**src/rtl/mcs_pkg.sv**
```systemverilog
package mcs_pkg;

    localparam int PIX_W     = 8;
    localparam int NUM_W     = 2 * PIX_W;
    localparam int DIV_STEPS = PIX_W;
    localparam int CNT_W     = $clog2(DIV_STEPS);

    localparam logic [PIX_W-1:0] FULL_SCALE = {PIX_W{1'b1}};
    localparam logic [PIX_W-1:0] ZERO_PIX   = '0;

    typedef enum logic [1:0] {
        OP_CLEAR   = 2'd0,
        OP_MEASURE = 2'd1,
        OP_MAP     = 2'd2,
        OP_NONE    = 2'd3
    } t_op;

    typedef enum logic [2:0] {
        S_IDLE = 3'b001,
        S_DIV  = 3'b010,
        S_FIN  = 3'b100
    } t_state;

    typedef struct packed {
        logic clear;
        logic measure;
        logic start;
        logic step;
        logic load_out;
    } t_cmd;

endpackage

```
**src/rtl/mcs_ctrl.sv**
```systemverilog
module mcs_ctrl (
    input  logic                  i_clk,
    input  logic                  i_rst_n,
    input  logic                  i_in_valid,
    output logic                  o_in_stall,
    input  logic [1:0]            i_operation,
    output logic                  o_out_valid,
    input  logic                  i_out_stall,
    output mcs_pkg::t_cmd         o_cmd
);

    mcs_pkg::t_state             r_state, n_state;
    logic [mcs_pkg::CNT_W-1:0]   r_cnt, n_cnt;
    logic                        r_out_valid, n_out_valid;
    logic                        accept;
    logic                        take;

    localparam logic [mcs_pkg::CNT_W-1:0] LAST_STEP = mcs_pkg::CNT_W'(mcs_pkg::DIV_STEPS - 1);

    assign o_in_stall  = (r_state != mcs_pkg::S_IDLE);
    assign accept      = i_in_valid && !o_in_stall;
    assign take        = r_out_valid && !i_out_stall;
    assign o_out_valid = r_out_valid;

    always_comb begin
        n_state     = r_state;
        n_cnt       = r_cnt;
        n_out_valid = r_out_valid;
        o_cmd       = '0;
        if (take) begin
            n_out_valid = 1'b0;
        end
        case (r_state)
            mcs_pkg::S_IDLE: begin
                if (accept) begin
                    case (mcs_pkg::t_op'(i_operation))
                        mcs_pkg::OP_CLEAR:   o_cmd.clear   = 1'b1;
                        mcs_pkg::OP_MEASURE: o_cmd.measure = 1'b1;
                        mcs_pkg::OP_MAP: begin
                            o_cmd.start = 1'b1;
                            n_cnt       = '0;
                            n_state     = mcs_pkg::S_DIV;
                        end
                        default: ;
                    endcase
                end
            end
            mcs_pkg::S_DIV: begin
                o_cmd.step = 1'b1;
                n_cnt      = r_cnt + 1'b1;
                if (r_cnt == LAST_STEP) begin
                    n_state = mcs_pkg::S_FIN;
                end
            end
            mcs_pkg::S_FIN: begin
                if (!r_out_valid || take) begin
                    o_cmd.load_out = 1'b1;
                    n_out_valid    = 1'b1;
                    n_state        = mcs_pkg::S_IDLE;
                end
            end
            default: begin
                n_state = mcs_pkg::S_IDLE;
            end
        endcase
    end

    always_ff @(posedge i_clk) begin
        if (!i_rst_n) begin
            r_state     <= mcs_pkg::S_IDLE;
            r_cnt       <= '0;
            r_out_valid <= 1'b0;
        end else begin
            r_state     <= n_state;
            r_cnt       <= n_cnt;
            r_out_valid <= n_out_valid;
        end
    end

`ifndef SYNTHESIS
    a_load_free: assert property (@(posedge i_clk) disable iff (!i_rst_n)
        o_cmd.load_out |-> (!r_out_valid || !i_out_stall))
        else $error("result loaded over a waiting result");

    a_fin_after_div: assert property (@(posedge i_clk) disable iff (!i_rst_n)
        (r_state == mcs_pkg::S_DIV) && (r_cnt == LAST_STEP) |=> (r_state == mcs_pkg::S_FIN))
        else $error("divider did not finish after its last step");

    a_start_to_div: assert property (@(posedge i_clk) disable iff (!i_rst_n)
        o_cmd.start |=> (r_state == mcs_pkg::S_DIV) && (r_cnt == '0))
        else $error("map item did not start the divider");

    a_out_after_load: assert property (@(posedge i_clk) disable iff (!i_rst_n)
        o_cmd.load_out |=> r_out_valid && (r_state == mcs_pkg::S_IDLE))
        else $error("loaded result not presented");
`endif

endmodule

```
**src/rtl/mcs_datapath.sv**
```systemverilog
module mcs_datapath (
    input  logic                        i_clk,
    input  logic                        i_rst_n,
    input  mcs_pkg::t_cmd               i_cmd,
    input  logic [mcs_pkg::PIX_W-1:0]   i_pixel,
    output logic [mcs_pkg::PIX_W-1:0]   o_out_pixel
);

    logic [mcs_pkg::PIX_W-1:0] r_low, r_high;
    logic [mcs_pkg::PIX_W-1:0] r_span;
    logic [mcs_pkg::PIX_W-1:0] r_rem;
    logic [mcs_pkg::PIX_W-1:0] r_acc;
    logic                      r_sat, r_zero;
    logic [mcs_pkg::PIX_W-1:0] r_out;

    logic [mcs_pkg::PIX_W-1:0] diff;
    logic [mcs_pkg::NUM_W-1:0] num;
    logic [mcs_pkg::PIX_W:0]   trial;
    logic                      fits;

    // (pixel - low) * 255 as a shift and subtract
    assign diff  = i_pixel - r_low;
    assign num   = {diff, mcs_pkg::ZERO_PIX} - {mcs_pkg::ZERO_PIX, diff};
    assign trial = {r_rem, r_acc[mcs_pkg::PIX_W-1]};
    assign fits  = (trial >= {1'b0, r_span});

    assign o_out_pixel = r_out;

    always_ff @(posedge i_clk) begin
        if (!i_rst_n) begin
            r_low  <= mcs_pkg::FULL_SCALE;
            r_high <= mcs_pkg::ZERO_PIX;
        end else if (i_cmd.clear) begin
            r_low  <= mcs_pkg::FULL_SCALE;
            r_high <= mcs_pkg::ZERO_PIX;
        end else if (i_cmd.measure) begin
            if (i_pixel < r_low) begin
                r_low <= i_pixel;
            end
            if (i_pixel > r_high) begin
                r_high <= i_pixel;
            end
        end
    end

    // restoring divider: quotient bits shift into r_acc as dividend bits leave
    always_ff @(posedge i_clk) begin
        if (i_cmd.start) begin
            r_rem  <= num[mcs_pkg::NUM_W-1:mcs_pkg::PIX_W];
            r_acc  <= num[mcs_pkg::PIX_W-1:0];
            r_span <= r_high - r_low;
            r_sat  <= (i_pixel >= r_high);
            r_zero <= (i_pixel < r_low);
        end else if (i_cmd.step) begin
            if (fits) begin
                r_rem <= trial[mcs_pkg::PIX_W-1:0] - r_span;
                r_acc <= {r_acc[mcs_pkg::PIX_W-2:0], 1'b1};
            end else begin
                r_rem <= trial[mcs_pkg::PIX_W-1:0];
                r_acc <= {r_acc[mcs_pkg::PIX_W-2:0], 1'b0};
            end
        end
        if (i_cmd.load_out) begin
            if (r_sat) begin
                r_out <= mcs_pkg::FULL_SCALE;
            end else if (r_zero) begin
                r_out <= mcs_pkg::ZERO_PIX;
            end else begin
                r_out <= r_acc;
            end
        end
    end

`ifndef SYNTHESIS
    a_rem_below_span: assert property (@(posedge i_clk) disable iff (!i_rst_n)
        i_cmd.step && !r_sat && !r_zero |-> (r_rem < r_span))
        else $error("divider remainder out of range");
`endif

endmodule

```
**src/rtl/minmax_contrast_stretch.sv**
```systemverilog
// Min-max contrast stretch of 8-bit grayscale pixels.
// Input channel: i_in_valid / o_in_stall with i_operation and i_pixel.
//   operation 0 clears the running low/high, 1 measures a pixel, 2 maps one.
// Output channel: o_out_valid / i_out_stall with o_out_pixel, one item per map.
// Clear and measure items leave the controller idle, so the next item can be
// taken in the following cycle. A map item runs an 8-step restoring divider
// (one quotient bit per cycle), then loads its result for o_out_valid;
// o_in_stall stays high through the divider and final states, so the next
// item is accepted only once the map result is loaded.
// The output register holds a result until taken, and the block keeps taking
// clear and measure items meanwhile. A map that finishes while the previous
// result still waits holds in its final state with o_in_stall high until
// i_out_stall drops.
// Reset (i_rst_n low, synchronous) sets low to 255, high to 0, empties the
// output register and returns the controller to idle.
module minmax_contrast_stretch (
    input  logic                        i_clk,
    input  logic                        i_rst_n,
    input  logic                        i_in_valid,
    output logic                        o_in_stall,
    input  logic [1:0]                  i_operation,
    input  logic [mcs_pkg::PIX_W-1:0]   i_pixel,
    output logic                        o_out_valid,
    input  logic                        i_out_stall,
    output logic [mcs_pkg::PIX_W-1:0]   o_out_pixel
);

    mcs_pkg::t_cmd cmd;

    mcs_ctrl u_ctrl (
        .i_clk       (i_clk),
        .i_rst_n     (i_rst_n),
        .i_in_valid  (i_in_valid),
        .o_in_stall  (o_in_stall),
        .i_operation (i_operation),
        .o_out_valid (o_out_valid),
        .i_out_stall (i_out_stall),
        .o_cmd       (cmd)
    );

    mcs_datapath u_datapath (
        .i_clk       (i_clk),
        .i_rst_n     (i_rst_n),
        .i_cmd       (cmd),
        .i_pixel     (i_pixel),
        .o_out_pixel (o_out_pixel)
    );

endmodule
```
**config.mk**
```make
export PLATFORM = sky130hd
export DESIGN_NAME = minmax_contrast_stretch
export DESIGN_NICKNAME = d
export VERILOG_FILES = /design/src/rtl/mcs_pkg.sv /design/src/rtl/mcs_ctrl.sv /design/src/rtl/mcs_datapath.sv /design/src/rtl/minmax_contrast_stretch.sv
export SDC_FILE = /design/constraint.sdc
export NUM_CORES = 1
export LEC_CHECK = 0
export BUFFER_PORTS_ARGS = -buffer_cell sky130_fd_sc_hd__buf_2
export CAP_MARGIN = 40
export CORE_MARGIN = 2
export CORE_UTILIZATION = 35
export CTS_CLUSTER_SIZE = 28
export DETAILED_ROUTE_END_ITERATION = 16
export HOLD_SLACK_MARGIN = 0.1
export PLACE_DENSITY = 0.58
export SETUP_SLACK_MARGIN = 0.02
export SYNTH_ARGS = -nofsm -noshare
export SYNTH_HDL_FRONTEND = slang
export SYNTH_SLANG_ARGS = --single-unit
```
**constraint.sdc**
```tcl
create_clock -name i_clk -period 5.5 [get_ports i_clk]
set_input_delay 0.55 -clock i_clk [delete_from_list [all_inputs] [get_ports i_clk]]
set_output_delay 0.55 -clock i_clk [all_outputs]
set_load 0.005 [all_outputs]
```
==> results of run 1 <==
[critical path, stage by stage (launching register included)]
cell,delay (ns)
edfxtp_1,0.42
ha_1,0.34
nor2b_1,0.15
o31ai_1,0.35
a21oi_1,0.21
o41ai_4,0.68
a211oi_1,0.11
a211oi_1,0.34
a21oi_1,0.09
[worst paths after layout]
kind                       start              endpoint  slack (ns)  depth (start not counted)
max          u_datapath.r_rem[0]   u_datapath.r_rem[4]        2.53                          8
min                   i_pixel[0]  u_datapath.r_high[0]        0.48                          3
max reg2reg  u_datapath.r_rem[0]   u_datapath.r_rem[4]        2.53                          8
min reg2reg      u_ctrl.r_cnt[2]       u_ctrl.r_cnt[2]        0.48                          2
[state kept, by name, indices dropped and copies added (netlist names)]
| register | flops |
|---|---|
| u_ctrl.o_out_valid | 1 |
| u_ctrl.r_state | 3 |
| u_datapath.r_zero | 1 |
| u_ctrl.r_cnt | 3 |
| u_datapath.o_out_pixel | 8 |
| u_datapath.r_rem | 8 |
| u_datapath.r_span | 8 |
| u_datapath.r_high | 8 |
| u_datapath.r_sat | 1 |
| u_datapath.r_acc | 8 |
| u_datapath.r_low | 8 |
[routing by layer]
metal | global-route usage (%) | part of all wire [%] | vias up
met2 | 22.69 | 46 | 44
met3 | 3.436 | 3.1 | 12
met1 | 18.67 | 49 | 1319
li1 | - | - | 1432
met5 | 0 | 0 | -
met4 | 4.945 | 1.7 | 0
[synth_stat cells (3+ instances only)]
| cell type | number |
|---|---|
| a211o_1 | 7 |
| a211oi_1 | 7 |
| a21boi_0 | 3 |
| a21o_1 | 11 |
| a21oi_1 | 19 |
| clkbuf_1 | 4 |
| dfxtp_1 | 23 |
| edfxtp_1 | 34 |
| fa_1 | 3 |
| ha_1 | 34 |
| inv_1 | 37 |
| mux2i_1 | 10 |
| nand2_1 | 22 |
| nand2b_1 | 6 |
| nand3_1 | 5 |
| nand4_1 | 5 |
| nor2_1 | 35 |
| nor2b_1 | 8 |
| nor3_1 | 11 |
| o21a_1 | 6 |
| o21ai_0 | 21 |
| o21ai_1 | 3 |
| o22ai_1 | 3 |
| o31ai_1 | 4 |
| or2_2 | 3 |
| xnor2_1 | 11 |
| xor2_1 | 4 |
[final cells by class]
cell class                 instances  area (sq um)  share of cell area, %
inverter                          37         138.9                  3.295
sequential                        57          1481                  35.14
clock buffer                       9         123.9                  2.939
clock inverter                     7         71.32                  1.692
multi-input combinational        282          2107                  49.99
tap                              136         170.2                  4.037
timing repair buffer              24         122.6                  2.909
[metrics by stage]
stage | setup slack [ns] | util [%] | total power (uW) | hold slack, ns | std cells
3_5_place_dp | 2.430 | 38.59 | 673.5 | 0.4712 | 536
6_report | 2.531 | 40.47 | 1049 | 0.4766 | 552
5_1_grt | 2.358 | 40.47 | 1103 | 0.4785 | 552
3_3_place_gp | 2.474 | 38.59 | 670.1 | 0.4675 | 536
4_1_cts | 2.531 | 40.47 | 1059 | 0.4591 | 552
2_1_floorplan | 2.795 | - | 629.3 | 0.4581 | 385
[power by group through the flow]
stage | registers (uW) | logic [uW] | clock network, uW
global placement | 484 | 186 | 0
global route | 476 | 214 | 413
floorplan | 481 | 148 | 0
finish | 475 | 190 | 384
CTS | 475 | 191 | 394
detailed placement | 485 | 189 | 0
[logic make-up (layout without fill, tap and decap cells)]
group | after synthesis | in the layout | synth area share [%]
buffers and inverters | 46 | 77 | 5.291
and+or+nand+nor | 118 | 118 | 16.83
adders and majority gates | 37 | 37 | 12.83
AOI/OAI and AO/OA | 98 | 98 | 18.19
DFF | 57 | 57 | 39.15
xor gates and xnor gates | 18 | 18 | 4.762
muxes | 11 | 11 | 2.943
[placed cells by master, fill, tap and decap left out, types with 19 or more instances in the layout]
| master | instances |
|---|---|
| inv_1 | 37 |
| nor2_1 | 35 |
| ha_1 | 34 |
| edfxtp_1 | 34 |
| buf_2 | 23 |
| dfxtp_1 | 23 |
| nand2_1 | 22 |
| o21ai_0 | 21 |
| a21oi_1 | 19 |
==> summary.md, run 1 <==
| Metric | Value |
|---|---|
| Min-delay worst type | `primary input to flip-flop` |
| Syn_area_per_cell | `between 9 and 10 sq um` |
| Internal | `752.6 uW` |
| Clock Pin Slew Worst Setup and Hold Paths | `0.07 ns` |
| Largest net degree at the start of global routing | `27` |
| Switch share | `28.24%` |
| Clock Sink Count | `between 50 and 60` |
| Headroom to the max-slew limit | `around 46%` |
| Final setup TNS | `0 ns` |
| Logic gate share of total power | `about 18%` |
| Flop pwr share | `45.3%` |
| Min Tclk post-route | `about 3.0 ns` |
| Nets | `462` |
| H-tree levels | `3` |
| Area contributors post-synth | `edfxtp_1 27%, dfxtp_1 12%, ha_1 11%` |
| Crit path required time | `between 5 and 6 ns` |
| Crit path DAT | `about 3.0 ns` |
| DRT antenna net count | `0` |
| Cells after synthesis | `385` |
| Global-route wire length before repair | `between 10000 and 15000 microns` |
| Status | `finished, final reports clean` |
| Drt total wl | `7672 microns` |
| Sequential-to-total area share from yosys stat | `between 30 and 40%` |
| Critical Path End Type | `flip-flop` |
| EDFF count, synth | `34` |
| Via count | `~2800` |
| Worst-path maximum fanout | `14` |
| Yosys reg bits | `between 50 and 60` |
| All-Layer GR Usage | `approximately 14%` |
| Switching power | `a little under 300 uW` |
| Full die area | `between 10000 and 15000 sq um` |
| First-pass DRT Iterations | `4` |
| Netlist cell types | `63` |
| Clock power share | `between 30% and 40%` |
| Pwr/cell area | `about 250 nW/um^2` |
| IO Pins | `24` |
| Row cnt | `37` |
| Post-CTS sizing | `0` |
| Slew Limit Fails | `0` |
| Cts bufs inserted | `9` |
| Mapped cell area | `around 3800 sq um` |
| Max IR drop VDD | `123.3 uV` |
| Postcts setup bufs | `0` |
| Avg Vias per Cell | `a little over 5` |
| Synthesis-to-layout area growth | `11.41%` |
| I/O Buffers | `23` |
| Antenna diodes | `0` |
| Number of global-route vias before repair | `2648` |
| Starting Density | `about 36%` |
| Die Y | `about 110 microns` |
| WS Path Type | `flip-flop to flip-flop` |
| Worst-margin pin slew | `a little over 0.8 ns` |
| P_leak | `roughly 0.0018 uW` |
| Max_cap viols | `0` |
| Root Buffer Master | `clkbuf_8` |
| Synthesized Nets | `approximately 440` |
| Leading register cell type out of synthesis | `edfxtp_1` |
| Drt initial violations | `roughly 100` |
| WL/cell | `approximately 14 microns` |
| DRC Markers | `0` |
| Share of post-route cells with drive strength above 1 | `around 16%` |
| Die X | `108.0 microns` |
| RSZ-0062 raised after global routing | `false` |
| Yosys top cell by area | `edfxtp_1` |
| CTS tree | `yes` |
| Achievable clock frequency | `about 340 MHz` |
| Area share of the largest cell type after synthesis | `between 20% and 30%` |
| Non-Filler Cell Area, Final | `4215 sq um` |
| Final RePlAce weighted congestion | `a little under 0.8` |
| Async set-reset flop share out of synthesis | `0%` |
| Final setup violation count | `0` |
| Core area | `10420 sq um` |
| Dpl hpwl | `5883 microns` |
| Fillers | `1024` |
| Cts hold-fix bufs | `0` |
| Placed Area | `between 4000 and 5000 sq um` |
| Worst Setup Start Kind | `flip-flop` |
| Final Skew | `0.01073 ns` |
| Skew-Pair Late Insertion Delay | `about 0.34 ns` |
| Initial antenna violation count | `0` |
| Ys Warns | `0` |
| Final hold vios | `0` |
| GR Overflow Total | `0` |
| Fin crit share | `a little over half` |
| Clock buffer depth | `2` |
Note: power is estimated with default switching activity, not from simulation.
==> inputs of run 2 (changes only) <==
PLACE_DENSITY = 0.6   (was 0.58)
clock period = 2.7 ns   (was 5.5 ns; I/O delays follow)
==> run 2 against run 1 <==
- sequential share of layout area is 1.5 points lower
- maximum frequency is 14% higher
- combinational power up 120%
- sequential power is 100% higher
- via count increased by 2.5%
- non-clock buffer count grew 12
==> summary.md, run 2 (same netlist as run 1, synthesis figures left out) <==
| Metric | Value |
|---|---|
| Status | `finished, final reports clean` |
| Clock buffer depth | `2` |
| Worst path slowest cell | `edfxtp_1` |
| Dpl hpwl | `around 6000 microns` |
| Setup slack, reg-to-reg | `between 0.09 and 0.1 ns` |
| Starting Density | `a little over a third` |
| Final RePlAce weighted congestion | `roughly 0.8` |
| Final Skew | `~0.01 ns` |
| Max_cap viols | `0` |
| Fin crit share | `96.53%` |
| Cell count of the worst reg-to-reg path | `9` |
| P_leak | `about 0.0019 uW` |
| H-tree levels | `3` |
| Die Y | `~110 microns` |
| DR WL met3 | `around 250 microns` |
| GR Overflow Total | `0` |
| Worst r2r src | `u_datapath.r_rem[0]` |
| Most frequent cells in the layout | `37 x inv_1, 35 x nor2_1, 34 x ha_1, 34 x edfxtp_1, 23 x buf_2` |
| DRT antenna net count | `0` |
| Worst Setup Start Kind | `flip-flop` |
| Buf+Inv Stages, Crit Path | `2` |
| Skew-Pair Late Insertion Delay | `about 0.33 ns` |
| Achievable clock frequency | `around 380 MHz` |
| Full die area | `between 10000 and 15000 sq um` |
| RR Endpoint | `u_datapath.r_rem[6]` |
| CTS tree | `yes` |
| Most common cell after layout, fill and taps aside | `inv_1` |
| Global-route wire length before repair | `~13000 microns` |
| Avg Vias per Cell | `slightly above 5` |
| RSZ-0062 raised after global routing | `false` |
| Ordered list of cells on the worst path | `ha_1, nor2b_1, o31ai_2, a21oi_2, o41ai_4, buf_4, buf_6, mux2i_1, a21oi_1` |
| Final setup TNS | `0 ns` |
| I/O Buffers | `23` |
| Slew Limit Fails | `0` |
| Clock Pin Slew Worst Setup and Hold Paths | `roughly 0.070 ns` |
| Worst-path maximum fanout | `9` |
| WL/cell | `between 10 and 15 microns` |
| IO Pins | `24` |
| Min-delay worst type | `primary input to flip-flop` |
| WS Path Type | `flip-flop to flip-flop` |
| Via count | `2877` |
| Largest net degree at the start of global routing | `26` |
| Drt initial violations | `82` |
| Share of post-route cells with drive strength above 1 | `20.09%` |
| Hold EP | `u_datapath.r_low[5]` |
| DRC Markers | `0` |
| All-Layer GR Usage | `about 15%` |
| Hold WS | `between 0.15 and 0.2 ns` |
| Largest delay contributor family on the critical path | `compound AO/OA/AOI/OAI gates` |
| Clock Sink Count | `57` |
| Metal1 wirelength | `3843 microns` |
| Crit path DAT | `2.68 ns` |
| Initial antenna violation count | `0` |
| Largest stage delay, worst path | `~0.43 ns` |
| First-pass DRT Iterations | `4` |
| Placed Area | `4108 sq um` |
| Root Buffer Master | `clkbuf_8` |
| Min Tclk post-route | `roughly 2.6 ns` |
| Final setup violation count | `0` |
| Worst hold start | `i_pixel[5]` |
| Pwr/cell area | `533.0 nW/um^2` |
| Die X | `around 110 microns` |
| Non-Filler Cell Area, Final | `4404 sq um` |
| Core area | `between 10000 and 15000 sq um` |
| Final hold vios | `0` |
| Critical Path End Type | `flip-flop` |
| Crit path required time | `~2.8 ns` |
| Hold depth | `2` |
| Antenna diodes | `0` |
| Cts hold-fix bufs | `0` |
| DR WL met2 | `3627 microns` |
| Max IR drop VDD | `slightly below 300 uV` |
| Highest routed layer | `met4` |
| Row cnt | `37` |
| Cts bufs inserted | `9` |
| Number of global-route vias before repair | `between 2000 and 3000` |
| Drt total wl | `between 7000 and 8000 microns` |
| Worst-margin pin slew | `around 0.69 ns` |
| Total power | `roughly 2300 uW` |
| Synthesis-to-layout area growth | `16.40%` |
| Nets | `474` |
| Headroom to the max-slew limit | `54.02%` |
[run 2: cell types whose count changed in the layout (fill, tap and decap cells not counted), moves of 2 or more]
cell | before | now
a211oi_1 | 7 | 5
a21oi_1 | 19 | 17
a21oi_2 | 2 | 4
buf_4 | 1 | 11
bufinv_16 | 1 | 3
clkinvlp_4 | 3 | 1
[run 2: worst max path at each step]
stage	startpoint	cells past startpoint	slack, ns	end
after global routing	u_datapath.r_low[0]	10	0.004	u_datapath.r_rem[1]
after global placement	i_pixel[0]	12	0.05	u_datapath.r_rem[1]
after floorplan	u_datapath.r_low[0]	10	0.27	u_datapath.r_rem[1]
after detailed placement	i_pixel[0]	12	0.006	u_datapath.r_rem[1]
after CTS	u_datapath.r_rem[0]	9	0.06	u_datapath.r_rem[0]
final	u_datapath.r_rem[0]	9	0.09	u_datapath.r_rem[6]
[run 2: worst reg2reg max path, cell delays in order (launching register included)]
cell      delay (ns)
edfxtp_1        0.43
ha_1            0.34
nor2b_1         0.16
o31ai_2         0.28
a21oi_2         0.14
o41ai_4         0.38
buf_4           0.20
buf_6           0.14
mux2i_1         0.19
a21oi_1         0.09
[run 2: final cells by class]
cell class / count / area, sq um
fill: 1039 / 6012
multi-input combinational: 282 / 2150
sequential: 57 / 1483
timing repair buffer: 36 / 229.0
tap: 136 / 170.2
inverter: 37 / 138.9
clock buffer: 10 / 127.6
clock inverter: 6 / 106.4
[run 2: routing by layer]
layer	track usage, %	vias up
met1	19.46	1352
met5	0	-
met3	3.677	17
li1	-	1457
met4	5.403	0
met2	23.27	51
[run 2: timing repair]
item                                    in CTS  in global routing
buffers inserted                             0                  2
endpoints found under the setup margin       0                  9
gates resized for setup                      0                 11
[run 2: per-stage QoR]
stage	setup slack (ns)	instances	util (%)
floorplan	0.2691	385	-
global placement	0.05375	546	39.44
detailed placement	0.006361	546	39.44
CTS	0.06276	562	41.68
global route	0.003996	564	42.28
finish	0.09382	564	42.28
[run 2: report_power, final]
group          internal (uW)  switching, uW  leakage, uW  total, uW
logic                    179            242      0.00129        421
registers                953           15.0     0.000498        968
clock network            609            350     0.000114        958
